File: config.mk
export PLATFORM = sky130hd
export DESIGN_NAME = json_byte_tokenizer
export DESIGN_NICKNAME = d
export VERILOG_FILES = /design/src/rtl/jbt_pkg.sv /design/src/rtl/jbt_lexer.sv /design/src/rtl/jbt_queue.sv /design/src/rtl/jbt_drain.sv /design/src/rtl/json_byte_tokenizer.sv
export VERILOG_INCLUDE_DIRS = /design/src /design/src/rtl
export SDC_FILE = /design/constraint.sdc
export NUM_CORES = 2
export LEC_CHECK = 0
export BUFFER_PORTS_ARGS = -buffer_cell sky130_fd_sc_hd__clkbuf_2
export CORE_MARGIN = 2
export CORE_UTILIZATION = 63
export DETAILED_ROUTE_END_ITERATION = 10
export PLACE_DENSITY = 0.85
export SETUP_SLACK_MARGIN = 0.15
export SYNTH_ARGS = -nofsm -noshare
export SYNTH_HDL_FRONTEND = slang
export SYNTH_SLANG_ARGS = --single-unit
File: constraint.sdc
create_clock -name clock -period 14.09 [get_ports clock]
set_input_delay 0 -clock clock [delete_from_list [all_inputs] [get_ports clock]]
set_output_delay 0 -clock clock [all_outputs]
set_load 0.01 [all_outputs]
File: src/rtl/json_byte_tokenizer_assert.svh
// Assertion macros shared by the tokenizer RTL.
`ifndef JSON_BYTE_TOKENIZER_ASSERT_SVH
`define JSON_BYTE_TOKENIZER_ASSERT_SVH

// Same-cycle implication, checked on every clock edge outside reset.
`define JBT_ASSERT_IMP(lbl, ante, cons) \
   lbl: assert property (@(posedge clock) disable iff (reset) (ante) |-> (cons)) \
      else $error("tokenizer assertion failed");

// Next-cycle implication.
`define JBT_ASSERT_NXT(lbl, ante, cons) \
   lbl: assert property (@(posedge clock) disable iff (reset) (ante) |=> (cons)) \
      else $error("tokenizer assertion failed");

`endif

File: src/rtl/jbt_pkg.sv
`default_nettype none
package jbt_pkg;

   // request and result payloads
   typedef struct packed {
      logic [7:0] byte_in;
      logic       stream_start;
   } req_type;

   typedef struct packed {
      logic [3:0]         kind;
      logic [7:0]         data_byte;
      logic               bool_value;
      logic               num_negative;
      logic [63:0]        mantissa;
      logic signed [15:0] dec_exponent;
      logic               mant_saturated;
      logic [2:0]         error_code;
      logic [23:0]        line;
      logic [15:0]        column;
      logic               last;
   } rsp_type;

   // one queue entry: all results of one request byte
   localparam int MaxEvents = 3;
   typedef struct packed {
      logic [1:0]             count;
      rsp_type [MaxEvents-1:0] ev;
   } entry_type;

   localparam int QueueDepth = 4;
   localparam int QueuePtrW  = $clog2(QueueDepth);

   // result kinds
   localparam logic [3:0] KIND_LBRACE  = 4'd0;
   localparam logic [3:0] KIND_RBRACE  = 4'd1;
   localparam logic [3:0] KIND_LBRACK  = 4'd2;
   localparam logic [3:0] KIND_RBRACK  = 4'd3;
   localparam logic [3:0] KIND_COLON   = 4'd4;
   localparam logic [3:0] KIND_COMMA   = 4'd5;
   localparam logic [3:0] KIND_STR_END = 4'd6;
   localparam logic [3:0] KIND_STR_BYTE= 4'd7;
   localparam logic [3:0] KIND_NUMBER  = 4'd8;
   localparam logic [3:0] KIND_BOOL    = 4'd9;
   localparam logic [3:0] KIND_NULL    = 4'd10;
   localparam logic [3:0] KIND_END     = 4'd11;
   localparam logic [3:0] KIND_ERROR   = 4'd12;

   // error codes
   localparam logic [2:0] ERR_BAD_CHAR   = 3'd0;
   localparam logic [2:0] ERR_BAD_NUMBER = 3'd1;
   localparam logic [2:0] ERR_UNTERM_STR = 3'd2;
   localparam logic [2:0] ERR_BAD_ESC    = 3'd3;
   localparam logic [2:0] ERR_BAD_UNI    = 3'd4;

   // plain event with all number and bool fields cleared
   function automatic rsp_type mk_event(input logic [3:0] kind, input logic [7:0] data,
                                        input logic [2:0] ec, input logic [23:0] ln,
                                        input logic [15:0] cl);
      rsp_type r;
      r = '0;
      r.kind       = kind;
      r.data_byte  = data;
      r.error_code = ec;
      r.line       = ln;
      r.column     = cl;
      return r;
   endfunction

endpackage
`default_nettype wire

File: src/rtl/jbt_lexer.sv
`default_nettype none
module jbt_lexer import jbt_pkg::*; (
   input  wire logic      clock,
   input  wire logic      reset,
   input  wire logic      in_valid,
   input  wire req_type   in_data,
   output logic           push,
   output entry_type      entry
);

   `include "json_byte_tokenizer_assert.svh"

   // lexer states
   localparam logic [3:0] S_IDLE   = 4'd0;
   localparam logic [3:0] S_NSIGN  = 4'd1;
   localparam logic [3:0] S_NZERO  = 4'd2;
   localparam logic [3:0] S_NINT   = 4'd3;
   localparam logic [3:0] S_NDOT   = 4'd4;
   localparam logic [3:0] S_NFRAC  = 4'd5;
   localparam logic [3:0] S_NE     = 4'd6;
   localparam logic [3:0] S_NESIGN = 4'd7;
   localparam logic [3:0] S_NEXP   = 4'd8;
   localparam logic [3:0] S_STR    = 4'd9;
   localparam logic [3:0] S_ESC    = 4'd10;
   localparam logic [3:0] S_HEX    = 4'd11;
   localparam logic [3:0] S_KW     = 4'd12;

   localparam logic [7:0] CH_TAB = 8'h09;
   localparam logic [7:0] CH_LF  = 8'h0A;
   localparam logic [7:0] CH_CR  = 8'h0D;
   localparam logic [7:0] CH_BS  = 8'h08;
   localparam logic [7:0] CH_FF  = 8'h0C;
   localparam logic [23:0] LineMax = 24'hFFFFFF;
   localparam logic [15:0] ColMax  = 16'hFFFF;

   logic [3:0]         st_ff, st_in;
   logic               cr_ff, cr_in;
   logic [23:0]        ln_ff, ln_in, tln_ff, tln_in;
   logic [15:0]        cl_ff, cl_in, tcl_ff, tcl_in;
   logic [15:0]        hx_ff, hx_in;
   logic [1:0]         hc_ff, hc_in;
   logic [63:0]        mt_ff, mt_in;
   logic [14:0]        ex_ff, ex_in;
   logic signed [15:0] fr_ff, fr_in;
   logic [2:0]         sf_ff, sf_in;
   logic [7:0]         kf_ff, kf_in;
   logic               hl_ff, hl_in;
   rsp_type            ev [MaxEvents];
   logic [1:0]         n;

   // expected keyword character at position idx
   function automatic logic [7:0] kw_char(input logic [7:0] first, input logic [2:0] idx);
      logic [7:0] c;
      c = 8'h00;
      if (first == "t") begin
         unique case (idx)
            3'd1: c = "r";
            3'd2: c = "u";
            3'd3: c = "e";
            default: c = 8'h00;
         endcase
      end else if (first == "f") begin
         unique case (idx)
            3'd1: c = "a";
            3'd2: c = "l";
            3'd3: c = "s";
            3'd4: c = "e";
            default: c = 8'h00;
         endcase
      end else begin
         unique case (idx)
            3'd1: c = "u";
            3'd2: c = "l";
            3'd3: c = "l";
            default: c = 8'h00;
         endcase
      end
      return c;
   endfunction

   // one byte step of the lexer
   always_comb begin
      logic [7:0]         b;
      logic               was_cr, is_dig, is_e, do_idle, add_req, add_frac, exp_req;
      logic               nib_ok;
      logic [3:0]         nib;
      logic [2:0]         kidx, klen;
      logic [67:0]        m10;
      logic signed [16:0] fsum;
      logic [18:0]        e10;
      logic signed [17:0] ne;
      logic [15:0]        c;
      b = in_data.byte_in;
      st_in = st_ff; cr_in = cr_ff; ln_in = ln_ff; cl_in = cl_ff;
      tln_in = tln_ff; tcl_in = tcl_ff; hx_in = hx_ff; hc_in = hc_ff;
      mt_in = mt_ff; ex_in = ex_ff; fr_in = fr_ff; sf_in = sf_ff;
      kf_in = kf_ff; hl_in = hl_ff;
      for (int i = 0; i < MaxEvents; i++) ev[i] = '0;
      n = 2'd0;
      do_idle = 1'b0; add_req = 1'b0; add_frac = 1'b0; exp_req = 1'b0;
      was_cr = 1'b0;
      is_dig = (b >= "0") && (b <= "9");
      is_e   = (b == "e") || (b == "E");
      nib_ok = 1'b1; nib = 4'd0;
      kidx = 3'd0; klen = 3'd0; m10 = '0; fsum = '0; e10 = '0; ne = '0; c = '0;

      // stream start restarts position and clears halt
      if (in_data.stream_start) begin
         ln_in = 24'd1; cl_in = 16'd0; tln_in = 24'd1; tcl_in = 16'd0;
         cr_in = 1'b0; hl_in = 1'b0; st_in = S_IDLE;
      end

      if (!hl_in) begin
         was_cr = cr_in;
         cr_in  = 1'b0;
         if (b != 8'h00 && !(b == CH_LF && was_cr) && cl_in != ColMax)
            cl_in = cl_in + 16'd1;

         unique case (st_in)
            S_IDLE: do_idle = 1'b1;
            S_KW: begin
               kidx = {1'b0, hc_in} + 3'd1;
               klen = (kf_in == "f") ? 3'd5 : 3'd4;
               if (kidx >= klen || b != kw_char(kf_in, kidx)) begin
                  ev[n] = mk_event(KIND_ERROR, kf_in, ERR_BAD_CHAR, ln_in, cl_in);
                  n = n + 2'd1; hl_in = 1'b1; st_in = S_IDLE;
               end else if (kidx == klen - 3'd1) begin
                  st_in = S_IDLE;
                  if (kf_in == "n") begin
                     ev[n] = mk_event(KIND_NULL, 8'h00, 3'd0, tln_in, tcl_in);
                  end else begin
                     ev[n] = mk_event(KIND_BOOL, 8'h00, 3'd0, tln_in, tcl_in);
                     ev[n].bool_value = (kf_in == "t");
                  end
                  n = n + 2'd1;
               end else begin
                  hc_in = hc_in + 2'd1;
               end
            end
            S_HEX: begin
               if (is_dig) nib = b[3:0];
               else if ((b >= "A" && b <= "F") || (b >= "a" && b <= "f"))
                  nib = b[3:0] + 4'd9;
               else nib_ok = 1'b0;
               if (!nib_ok) begin
                  ev[n] = mk_event(KIND_ERROR, b, ERR_BAD_UNI, ln_in, cl_in);
                  n = n + 2'd1; hl_in = 1'b1; st_in = S_IDLE;
               end else begin
                  hx_in = {hx_in[11:0], nib};
                  if (hc_in != 2'd3) begin
                     hc_in = hc_in + 2'd1;
                  end else begin
                     c = hx_in;
                     st_in = S_STR;
                     // UTF-8 encoding of the code unit
                     if (c <= 16'h007F) begin
                        ev[0] = mk_event(KIND_STR_BYTE, c[7:0], 3'd0, tln_in, tcl_in);
                        n = 2'd1;
                     end else if (c <= 16'h07FF) begin
                        ev[0] = mk_event(KIND_STR_BYTE, 8'hC0 | {3'd0, c[10:6]}, 3'd0,
                                         tln_in, tcl_in);
                        ev[1] = mk_event(KIND_STR_BYTE, 8'h80 | {2'd0, c[5:0]}, 3'd0,
                                         tln_in, tcl_in);
                        n = 2'd2;
                     end else begin
                        ev[0] = mk_event(KIND_STR_BYTE, 8'hE0 | {4'd0, c[15:12]}, 3'd0,
                                         tln_in, tcl_in);
                        ev[1] = mk_event(KIND_STR_BYTE, 8'h80 | {2'd0, c[11:6]}, 3'd0,
                                         tln_in, tcl_in);
                        ev[2] = mk_event(KIND_STR_BYTE, 8'h80 | {2'd0, c[5:0]}, 3'd0,
                                         tln_in, tcl_in);
                        n = 2'd3;
                     end
                  end
               end
            end
            S_STR, S_ESC: begin
               if (b == 8'h00) begin
                  ev[n] = mk_event(KIND_ERROR, 8'h00, ERR_UNTERM_STR, ln_in, cl_in);
                  n = n + 2'd1; hl_in = 1'b1; st_in = S_IDLE;
               end else if (st_in == S_ESC) begin
                  st_in = S_STR;
                  priority case (b)
                     "\"", "\\", "/":
                        ev[0] = mk_event(KIND_STR_BYTE, b, 3'd0, tln_in, tcl_in);
                     "b": ev[0] = mk_event(KIND_STR_BYTE, CH_BS, 3'd0, tln_in, tcl_in);
                     "f": ev[0] = mk_event(KIND_STR_BYTE, CH_FF, 3'd0, tln_in, tcl_in);
                     "n": ev[0] = mk_event(KIND_STR_BYTE, CH_LF, 3'd0, tln_in, tcl_in);
                     "r": ev[0] = mk_event(KIND_STR_BYTE, CH_CR, 3'd0, tln_in, tcl_in);
                     "t": ev[0] = mk_event(KIND_STR_BYTE, CH_TAB, 3'd0, tln_in, tcl_in);
                     "u": begin
                        hx_in = 16'd0; hc_in = 2'd0; st_in = S_HEX;
                     end
                     default: begin
                        ev[0] = mk_event(KIND_ERROR, b, ERR_BAD_ESC, ln_in, cl_in);
                        hl_in = 1'b1; st_in = S_IDLE;
                     end
                  endcase
                  if (b != "u") n = 2'd1;
               end else if (b == "\\") begin
                  st_in = S_ESC;
               end else if (b == "\"") begin
                  st_in = S_IDLE;
                  ev[0] = mk_event(KIND_STR_END, 8'h00, 3'd0, tln_in, tcl_in);
                  n = 2'd1;
               end else if (b == CH_BS || b == CH_FF || b == CH_LF || b == CH_CR ||
                            b == CH_TAB) begin
                  ev[0] = mk_event(KIND_ERROR, b, ERR_BAD_CHAR, ln_in, cl_in);
                  n = 2'd1; hl_in = 1'b1; st_in = S_IDLE;
               end else begin
                  ev[0] = mk_event(KIND_STR_BYTE, b, 3'd0, tln_in, tcl_in);
                  n = 2'd1;
               end
            end
            S_NSIGN, S_NZERO, S_NINT, S_NDOT, S_NFRAC, S_NE, S_NESIGN, S_NEXP: begin
               // number body; do_idle marks the number as finished
               unique case (st_in)
                  S_NSIGN: begin
                     if (b == "0") st_in = S_NZERO;
                     else if (is_dig) begin add_req = 1'b1; st_in = S_NINT; end
                     else hl_in = 1'b1;
                  end
                  S_NINT: begin
                     if (is_dig) add_req = 1'b1;
                     else if (b == ".") st_in = S_NDOT;
                     else if (is_e) st_in = S_NE;
                     else do_idle = 1'b1;
                  end
                  S_NZERO: begin
                     if (b == ".") st_in = S_NDOT;
                     else if (is_e) st_in = S_NE;
                     else do_idle = 1'b1;
                  end
                  S_NDOT: begin
                     if (is_dig) begin
                        add_req = 1'b1; add_frac = 1'b1; st_in = S_NFRAC;
                     end else hl_in = 1'b1;
                  end
                  S_NFRAC: begin
                     if (is_dig) begin add_req = 1'b1; add_frac = 1'b1; end
                     else if (is_e) st_in = S_NE;
                     else do_idle = 1'b1;
                  end
                  S_NE: begin
                     if (b == "-") begin sf_in[1] = 1'b1; st_in = S_NESIGN; end
                     else if (b == "+") st_in = S_NESIGN;
                     else if (is_dig) begin exp_req = 1'b1; st_in = S_NEXP; end
                     else hl_in = 1'b1;
                  end
                  S_NESIGN: begin
                     if (is_dig) begin exp_req = 1'b1; st_in = S_NEXP; end
                     else hl_in = 1'b1;
                  end
                  default: begin
                     if (is_dig) exp_req = 1'b1;
                     else do_idle = 1'b1;
                  end
               endcase
               if (hl_in) begin
                  ev[0] = mk_event(KIND_ERROR, b, ERR_BAD_NUMBER, ln_in, cl_in);
                  n = 2'd1; st_in = S_IDLE;
               end
               if (do_idle) begin
                  // exponent minus kept fraction digits, clamped to 16 bits
                  ne = sf_in[1] ? -$signed({3'd0, ex_in}) : $signed({3'd0, ex_in});
                  ne = ne - {{2{fr_in[15]}}, fr_in};
                  ev[0] = mk_event(KIND_NUMBER, 8'h00, 3'd0, tln_in, tcl_in);
                  ev[0].num_negative   = sf_in[0];
                  ev[0].mantissa       = mt_in;
                  ev[0].mant_saturated = sf_in[2];
                  if (ne > 18'sd32767) ev[0].dec_exponent = 16'sh7FFF;
                  else if (ne < -18'sd32768) ev[0].dec_exponent = 16'sh8000;
                  else ev[0].dec_exponent = ne[15:0];
                  n = 2'd1; st_in = S_IDLE;
               end
            end
            default: st_in = S_IDLE;
         endcase

         // between-token handling, also for the byte that ended a number
         if (do_idle) begin
            if (b == " " || b == CH_TAB) begin
               cr_in = 1'b0;
            end else if (b == CH_CR) begin
               cr_in = 1'b1; cl_in = 16'd0;
               if (ln_in != LineMax) ln_in = ln_in + 24'd1;
            end else if (b == CH_LF) begin
               if (!was_cr) begin
                  cl_in = 16'd0;
                  if (ln_in != LineMax) ln_in = ln_in + 24'd1;
               end
            end else begin
               tln_in = ln_in; tcl_in = cl_in;
               priority case (b)
                  8'h00: begin ev[n] = mk_event(KIND_END, 8'h00, 3'd0, ln_in, cl_in);
                     n = n + 2'd1; end
                  "{": begin ev[n] = mk_event(KIND_LBRACE, 8'h00, 3'd0, ln_in, cl_in);
                     n = n + 2'd1; end
                  "}": begin ev[n] = mk_event(KIND_RBRACE, 8'h00, 3'd0, ln_in, cl_in);
                     n = n + 2'd1; end
                  "[": begin ev[n] = mk_event(KIND_LBRACK, 8'h00, 3'd0, ln_in, cl_in);
                     n = n + 2'd1; end
                  "]": begin ev[n] = mk_event(KIND_RBRACK, 8'h00, 3'd0, ln_in, cl_in);
                     n = n + 2'd1; end
                  ":": begin ev[n] = mk_event(KIND_COLON, 8'h00, 3'd0, ln_in, cl_in);
                     n = n + 2'd1; end
                  ",": begin ev[n] = mk_event(KIND_COMMA, 8'h00, 3'd0, ln_in, cl_in);
                     n = n + 2'd1; end
                  "\"": st_in = S_STR;
                  "t", "f", "n": begin kf_in = b; hc_in = 2'd0; st_in = S_KW; end
                  "-", "0", "1", "2", "3", "4", "5", "6", "7", "8", "9": begin
                     mt_in = 64'd0; ex_in = 15'd0; fr_in = 16'sd0; sf_in = 3'd0;
                     if (b == "-") begin sf_in = 3'd1; st_in = S_NSIGN; end
                     else if (b == "0") st_in = S_NZERO;
                     else begin add_req = 1'b1; st_in = S_NINT; end
                  end
                  default: begin
                     ev[n] = mk_event(KIND_ERROR, b, ERR_BAD_CHAR, ln_in, cl_in);
                     n = n + 2'd1; hl_in = 1'b1; st_in = S_IDLE;
                  end
               endcase
            end
         end

         // mantissa digit: shift-add by ten, overflow drops the digit and sets the saturated flag
         if (add_req) begin
            m10 = ({4'd0, mt_in} << 3) + ({4'd0, mt_in} << 1) + {64'd0, b[3:0]};
            if (sf_in[2] || m10[67:64] != 4'd0) begin
               // dropped integer digit raises the exponent, dropped fraction digit is lost
               sf_in[2] = 1'b1;
               fsum = add_frac ? {fr_in[15], fr_in} : ({fr_in[15], fr_in} - 17'sd1);
            end else begin
               mt_in = m10[63:0];
               fsum = add_frac ? ({fr_in[15], fr_in} + 17'sd1) : {fr_in[15], fr_in};
            end
            if (fsum > 17'sd32767) fr_in = 16'sh7FFF;
            else if (fsum < -17'sd32768) fr_in = 16'sh8000;
            else fr_in = fsum[15:0];
         end

         // exponent digit, saturating magnitude
         if (exp_req) begin
            e10 = ({4'd0, ex_in} << 3) + ({4'd0, ex_in} << 1) + {15'd0, b[3:0]};
            ex_in = (e10 > 19'd32767) ? 15'h7FFF : e10[14:0];
         end
      end

      // mark the final result of this byte
      for (int i = 0; i < MaxEvents; i++)
         if (n != 2'd0 && i == int'(n) - 1) ev[i].last = 1'b1;
   end

   assign push        = in_valid && (n != 2'd0);
   assign entry.count = n;
   assign entry.ev    = {ev[2], ev[1], ev[0]};

   // lexer state
   always_ff @(posedge clock) begin
      if (reset) begin
         st_ff <= S_IDLE; cr_ff <= 1'b0; ln_ff <= 24'd1; cl_ff <= 16'd0;
         tln_ff <= 24'd1; tcl_ff <= 16'd0; hx_ff <= 16'd0; hc_ff <= 2'd0;
         mt_ff <= 64'd0; ex_ff <= 15'd0; fr_ff <= 16'sd0; sf_ff <= 3'd0;
         kf_ff <= 8'd0; hl_ff <= 1'b0;
      end else if (in_valid) begin
         st_ff <= st_in; cr_ff <= cr_in; ln_ff <= ln_in; cl_ff <= cl_in;
         tln_ff <= tln_in; tcl_ff <= tcl_in; hx_ff <= hx_in; hc_ff <= hc_in;
         mt_ff <= mt_in; ex_ff <= ex_in; fr_ff <= fr_in; sf_ff <= sf_in;
         kf_ff <= kf_in; hl_ff <= hl_in;
      end
   end

   // halted lexer stays silent until a stream start
   `JBT_ASSERT_IMP(a_halt_silent, hl_ff && in_valid && !in_data.stream_start, !push)
   // an error always halts
   `JBT_ASSERT_NXT(a_err_halts, push && entry.ev[0].kind == KIND_ERROR, hl_ff)

endmodule
`default_nettype wire

File: src/rtl/jbt_queue.sv
`default_nettype none
module jbt_queue import jbt_pkg::*; (
   input  wire logic      clock,
   input  wire logic      reset,
   input  wire logic      wr_en,
   input  wire entry_type wr_entry,
   output logic           full,
   input  wire logic      rd_en,
   output entry_type      rd_entry,
   output logic           empty
);

   `include "json_byte_tokenizer_assert.svh"

   entry_type              mem_ff [QueueDepth];
   logic [QueuePtrW-1:0]   wp_ff, rp_ff;
   logic [QueuePtrW:0]     cnt_ff, cnt_in;

   assign full     = (cnt_ff == (QueuePtrW+1)'(QueueDepth));
   assign empty    = (cnt_ff == '0);
   assign rd_entry = mem_ff[rp_ff];

   // occupancy
   always_comb begin
      cnt_in = cnt_ff;
      if (wr_en && !rd_en) cnt_in = cnt_ff + 1'b1;
      else if (!wr_en && rd_en) cnt_in = cnt_ff - 1'b1;
   end

   always_ff @(posedge clock) begin
      if (reset) begin
         wp_ff  <= '0;
         rp_ff  <= '0;
         cnt_ff <= '0;
      end else begin
         if (wr_en) wp_ff <= wp_ff + 1'b1;
         if (rd_en) rp_ff <= rp_ff + 1'b1;
         cnt_ff <= cnt_in;
      end
   end

   // entry storage
   always_ff @(posedge clock) begin
      if (wr_en) mem_ff[wp_ff] <= wr_entry;
   end

   `JBT_ASSERT_IMP(a_no_overflow, full, !wr_en)
   `JBT_ASSERT_IMP(a_no_underflow, empty, !rd_en)

endmodule
`default_nettype wire

File: src/rtl/jbt_drain.sv
`default_nettype none
module jbt_drain import jbt_pkg::*; (
   input  wire logic      clock,
   input  wire logic      reset,
   input  wire entry_type head,
   input  wire logic      q_empty,
   output logic           q_pop,
   output rsp_type        rsp_data,
   output logic           empty,
   input  wire logic      pop
);

   `include "json_byte_tokenizer_assert.svh"

   logic [1:0] idx_ff, idx_in;
   logic       take;

   // walk the results of the head entry, one per pop
   assign empty    = q_empty;
   assign rsp_data = head.ev[idx_ff];
   assign take     = pop && !q_empty;
   assign q_pop    = take && (idx_ff == head.count - 2'd1);

   always_comb begin
      idx_in = idx_ff;
      if (q_pop) idx_in = 2'd0;
      else if (take) idx_in = idx_ff + 2'd1;
   end

   always_ff @(posedge clock) begin
      if (reset) idx_ff <= 2'd0;
      else idx_ff <= idx_in;
   end

   `JBT_ASSERT_IMP(a_idx_in_entry, !q_empty, idx_ff < head.count)

endmodule
`default_nettype wire

File: src/rtl/json_byte_tokenizer.sv
// JSON byte tokenizer. One text byte is accepted per clock while full is low;
// each byte is lexed in the cycle it is accepted and yields zero to three
// results (a number and the token that ended it, or the UTF-8 bytes of a \u
// escape), which wait in a four-entry queue of per-byte result groups and are
// delivered one per pop. Input runs at one byte per cycle as long as results
// are popped at least as fast as they are made; full rises only when the
// queue holds four byte groups not yet drained, so the output pop rate sets
// the sustained figure when bytes produce more than one result each.
`default_nettype none
module json_byte_tokenizer import jbt_pkg::*; (
   input  wire logic    clock,
   input  wire logic    reset,
   input  wire logic    push,
   output logic         full,
   input  wire req_type req_data,
   output logic         empty,
   input  wire logic    pop,
   output rsp_type      rsp_data
);

   logic      accept, lx_push, q_pop, q_empty;
   entry_type lx_entry, q_head;

   assign accept = push && !full;

   jbt_lexer u_lexer (
      .clock    (clock),
      .reset    (reset),
      .in_valid (accept),
      .in_data  (req_data),
      .push     (lx_push),
      .entry    (lx_entry)
   );

   jbt_queue u_queue (
      .clock    (clock),
      .reset    (reset),
      .wr_en    (lx_push),
      .wr_entry (lx_entry),
      .full     (full),
      .rd_en    (q_pop),
      .rd_entry (q_head),
      .empty    (q_empty)
   );

   jbt_drain u_drain (
      .clock    (clock),
      .reset    (reset),
      .head     (q_head),
      .q_empty  (q_empty),
      .q_pop    (q_pop),
      .rsp_data (rsp_data),
      .empty    (empty),
      .pop      (pop)
   );

endmodule
`default_nettype wire
==> run metrics <==
DR iter-0 viols=5980; clk slew on worst S/H paths=0.06 ns; Area growth syn-to-layout=9.53%; Non-Filler Instances=6447; flop-to-flop setup slack=6.23 ns; Worst Path Max Fanout=48; DIE HEIGHT=315 um; Clock Latency Late Sink=0.74 ns; Avg Cell Area, Syn=12.1 um2; max_slew headroom=12.6%; Crit Path Category=input pin to flop; Setup Skew=0.0425 ns; die width=315 um; outcome=finished, final reports clean; initial antenna violation count=6; Post-CTS Setup Inserts=0; Worst-Margin Slew=1.31 ns; Synth warnings=0; clock tree buffer depth=3; vias in the first global route=44000; leak pwr=23.3 nW; cts hold-fix bufs=10; grt ovf=0; VDD IR max=0.162 mV; Final setup viols=0; cell area power density=150 mW/mm2; 1st-pass router iterations=9; R2R Path Start=u_lexer.st_ff[1]; Vias=44500; Most used DFF post-synth=edfxtp_1; Synth Instances=5038; hold path cells=3; H-tree levels=3; pin count of the biggest net entering global routing=95; detailed placer's ending HPWL=103000 um; Final Net Count=5280; synthesized cell area=0.0609 mm2; Async SR Flop Fraction=0%; GPL Wtd Cong=0.992; Cell variety after synth=101; commonest non-fill, non-tap cell in the layout=edfxtp_1; via/cell ratio=6.91; syn nets=5254; Initial Utilization=63.2%; # IOs=154; Hold Vio Cnt, Final=0; #FFs+latches synth=1205; Tcrit/Tclk final=55.8%; clock root buffer=clkbuf_16; fmax=0.127 GHz; max_cap viols=0; CTS buffer count=116; Max Slew Vio Count=0; EDFF count, synth=988; crit end category=flop; Seq/Total Area, Yosys=55.9%; Worst Hold Class=input pin to flop; share of post-route cells with drive strength above 1=14.3%; Startpoint Class=input pin; WL/cell=25.7 um; fillers=6413; CTS tree=yes; Sink Count=1205; hold path startpoint=req_data[8]; first-pass GRT wire length=255000 um; clock period minus worst slack=7.86 ns; Rows=114; placed insts=6211; r2r endpoint=u_lexer.fr_ff[8]; worst path arrival time=8.49 ns; Total GRT Usage=33.1%; die area=0.0991 mm2; unrepaired setup endpoints after global routing=false; Port Buf Inserts=153; ANT nets after route=0; area leader, netlist=edfxtp_1; Total Wirelength=166000 um; FF-to-FF path depth=22; PostCTS Resize Cnt=0; top post-synthesis cells by area=edfxtp_1 49%, mux4_2 9.1%, dfxtp_1 7.1%; Req. time, crit path=14.72 ns; core area=0.0963 mm2; number of remaining DRC errors=0; most frequent cells in the layout=988 x edfxtp_1, 414 x nand2_1, 390 x nor2_1; top cell type's share of synthesized area=48.7%; setup TNS=0 ns; hold path endpoint=u_queue.mem_ff[2][134]
stage by stage:
step                setup slack (ns)  instance area (um2)  power (W)  hold WS [ns]  util (%)
finish                          6.23                66700     0.0100         0.124      69.2
global placement                6.58                62600    0.00676         0.398      65.1
detailed placement              6.30                62600    0.00684         0.408      65.1
floorplan                       4.17                60900    0.00607         0.185         -
CTS                             6.35                66700     0.0100        0.0577      69.2
global route                    5.63                66700     0.0103         0.162      69.2
cell usage after synthesis (8+ instances only):
| cell type | count |
|---|---|
| a211o_1 | 8 |
| a211oi_1 | 17 |
| a21boi_0 | 17 |
| a21o_1 | 53 |
| a21oi_1 | 359 |
| a221oi_1 | 12 |
| a22oi_1 | 164 |
| a311oi_1 | 9 |
| a31oi_1 | 36 |
| a41oi_1 | 14 |
| and2_1 | 151 |
| and3_1 | 25 |
| buf_1 | 44 |
| buf_2 | 15 |
| clkbuf_1 | 264 |
| dfxtp_1 | 217 |
| edfxtp_1 | 988 |
| ha_1 | 198 |
| inv_1 | 109 |
| mux2_2 | 12 |
| mux2i_1 | 73 |
| mux4_2 | 247 |
| nand2_1 | 415 |
| nand2b_1 | 25 |
| nand3_1 | 97 |
| nand4_1 | 37 |
| nor2_1 | 395 |
| nor2b_1 | 151 |
| nor3_1 | 63 |
| nor3b_1 | 13 |
| nor4_1 | 31 |
| o211ai_1 | 25 |
| o21a_1 | 18 |
| o21ai_0 | 318 |
| o21bai_1 | 19 |
| o22ai_1 | 38 |
| o31ai_1 | 22 |
| o41ai_1 | 21 |
| or2_2 | 18 |
| or3_1 | 20 |
| or4_1 | 8 |
| xnor2_1 | 68 |
| xor2_1 | 55 |
critical path, stage by stage:
cell	delay [ns]
dlygate4sd3_1	0.58
clkbuf_2	0.45
inv_1	0.21
ha_1	0.37
o21ba_2	0.26
o21ai_0	0.23
buf_4	0.22
o21bai_1	0.11
o211ai_2	0.35
nand2b_4	0.31
and2_1	0.30
ha_1	0.28
ha_1	0.20
inv_1	0.08
fa_1	0.43
nand2b_1	0.19
a21oi_1	0.21
o21ai_0	0.24
o21bai_1	0.33
a41o_1	0.34
a21boi_0	0.30
o211ai_1	0.37
a2bb2oi_2	0.16
nor4_4	0.91
mux2_2	0.43
or3b_1	0.35
a311oi_1	0.24
report_power, final:
part / switching (W) / internal [W]
Sequential: 0.000148 / 0.00430
Clock: 0.00137 / 0.00179
Combinational: 0.00150 / 0.000893
Total: 0.00302 / 0.00699
kinds of logic after synthesis:
family,count (synthesis),synth area share [%]
adder cells (fa/ha/maj),203,4.23
buffers and inverters,439,2.76
multiplexers,332,10.6
AO/OA/AOI/OAI,1247,12.9
flip-flops,1205,55.9
AND/OR/NAND/NOR,1489,11.9
XOR/XNOR,123,1.77
routing by layer:
layer	track usage [%]	share of wire [%]
met1	45.0	38
met3	5.95	11
met4	13.1	4.0
met2	53.6	47
met5	0	0.021
registers in the layout (all words and copies together) (netlist names), 2 cells and up, named ones only:
signal          cells
u_drain.idx_ff      2
u_lexer.cl_ff      16
u_lexer.ex_ff      15
u_lexer.fr_ff      16
u_lexer.hc_ff       2
u_lexer.hx_ff      12
u_lexer.kf_ff       8
u_lexer.ln_ff      24
u_lexer.mt_ff      64
u_lexer.sf_ff       3
u_lexer.st_ff       4
u_lexer.tcl_ff     16
u_lexer.tln_ff     24
u_queue.cnt_ff      3
u_queue.mem_ff    988
u_queue.rp_ff       2
u_queue.wp_ff       2
final cells by class:
| cell class | count | area, um2 | area share (%) |
|---|---|---|---|
| multi-input cells | 3394 | 25300 | 37.9 |
| clock inverters | 72 | 728 | 1.09 |
| diodes | 3 | 7.51 | 0.0113 |
| repair buffers | 234 | 1420 | 2.13 |
| inverters | 113 | 425 | 0.638 |
| well taps | 1276 | 1600 | 2.39 |
| clock buffers | 150 | 3180 | 4.78 |
| flip-flops and latches | 1205 | 34000 | 51.0 |
how the worst max path moves through the flow:
stage / from / to / slack (ns) / depth (start not counted)
floorplan: u_lexer.kf_ff[7] / u_queue.mem_ff[0][0] / 4.17 / 17
global placement: req_data[2] / u_lexer.fr_ff[8] / 6.58 / 26
detailed placement: req_data[2] / u_lexer.fr_ff[8] / 6.30 / 26
CTS: u_lexer.st_ff[1] / u_lexer.fr_ff[8] / 6.35 / 22
global route: req_data[2] / u_lexer.fr_ff[8] / 5.63 / 27
finish: req_data[2] / u_lexer.fr_ff[8] / 6.23 / 27
(Power assumes the default switching activity.)
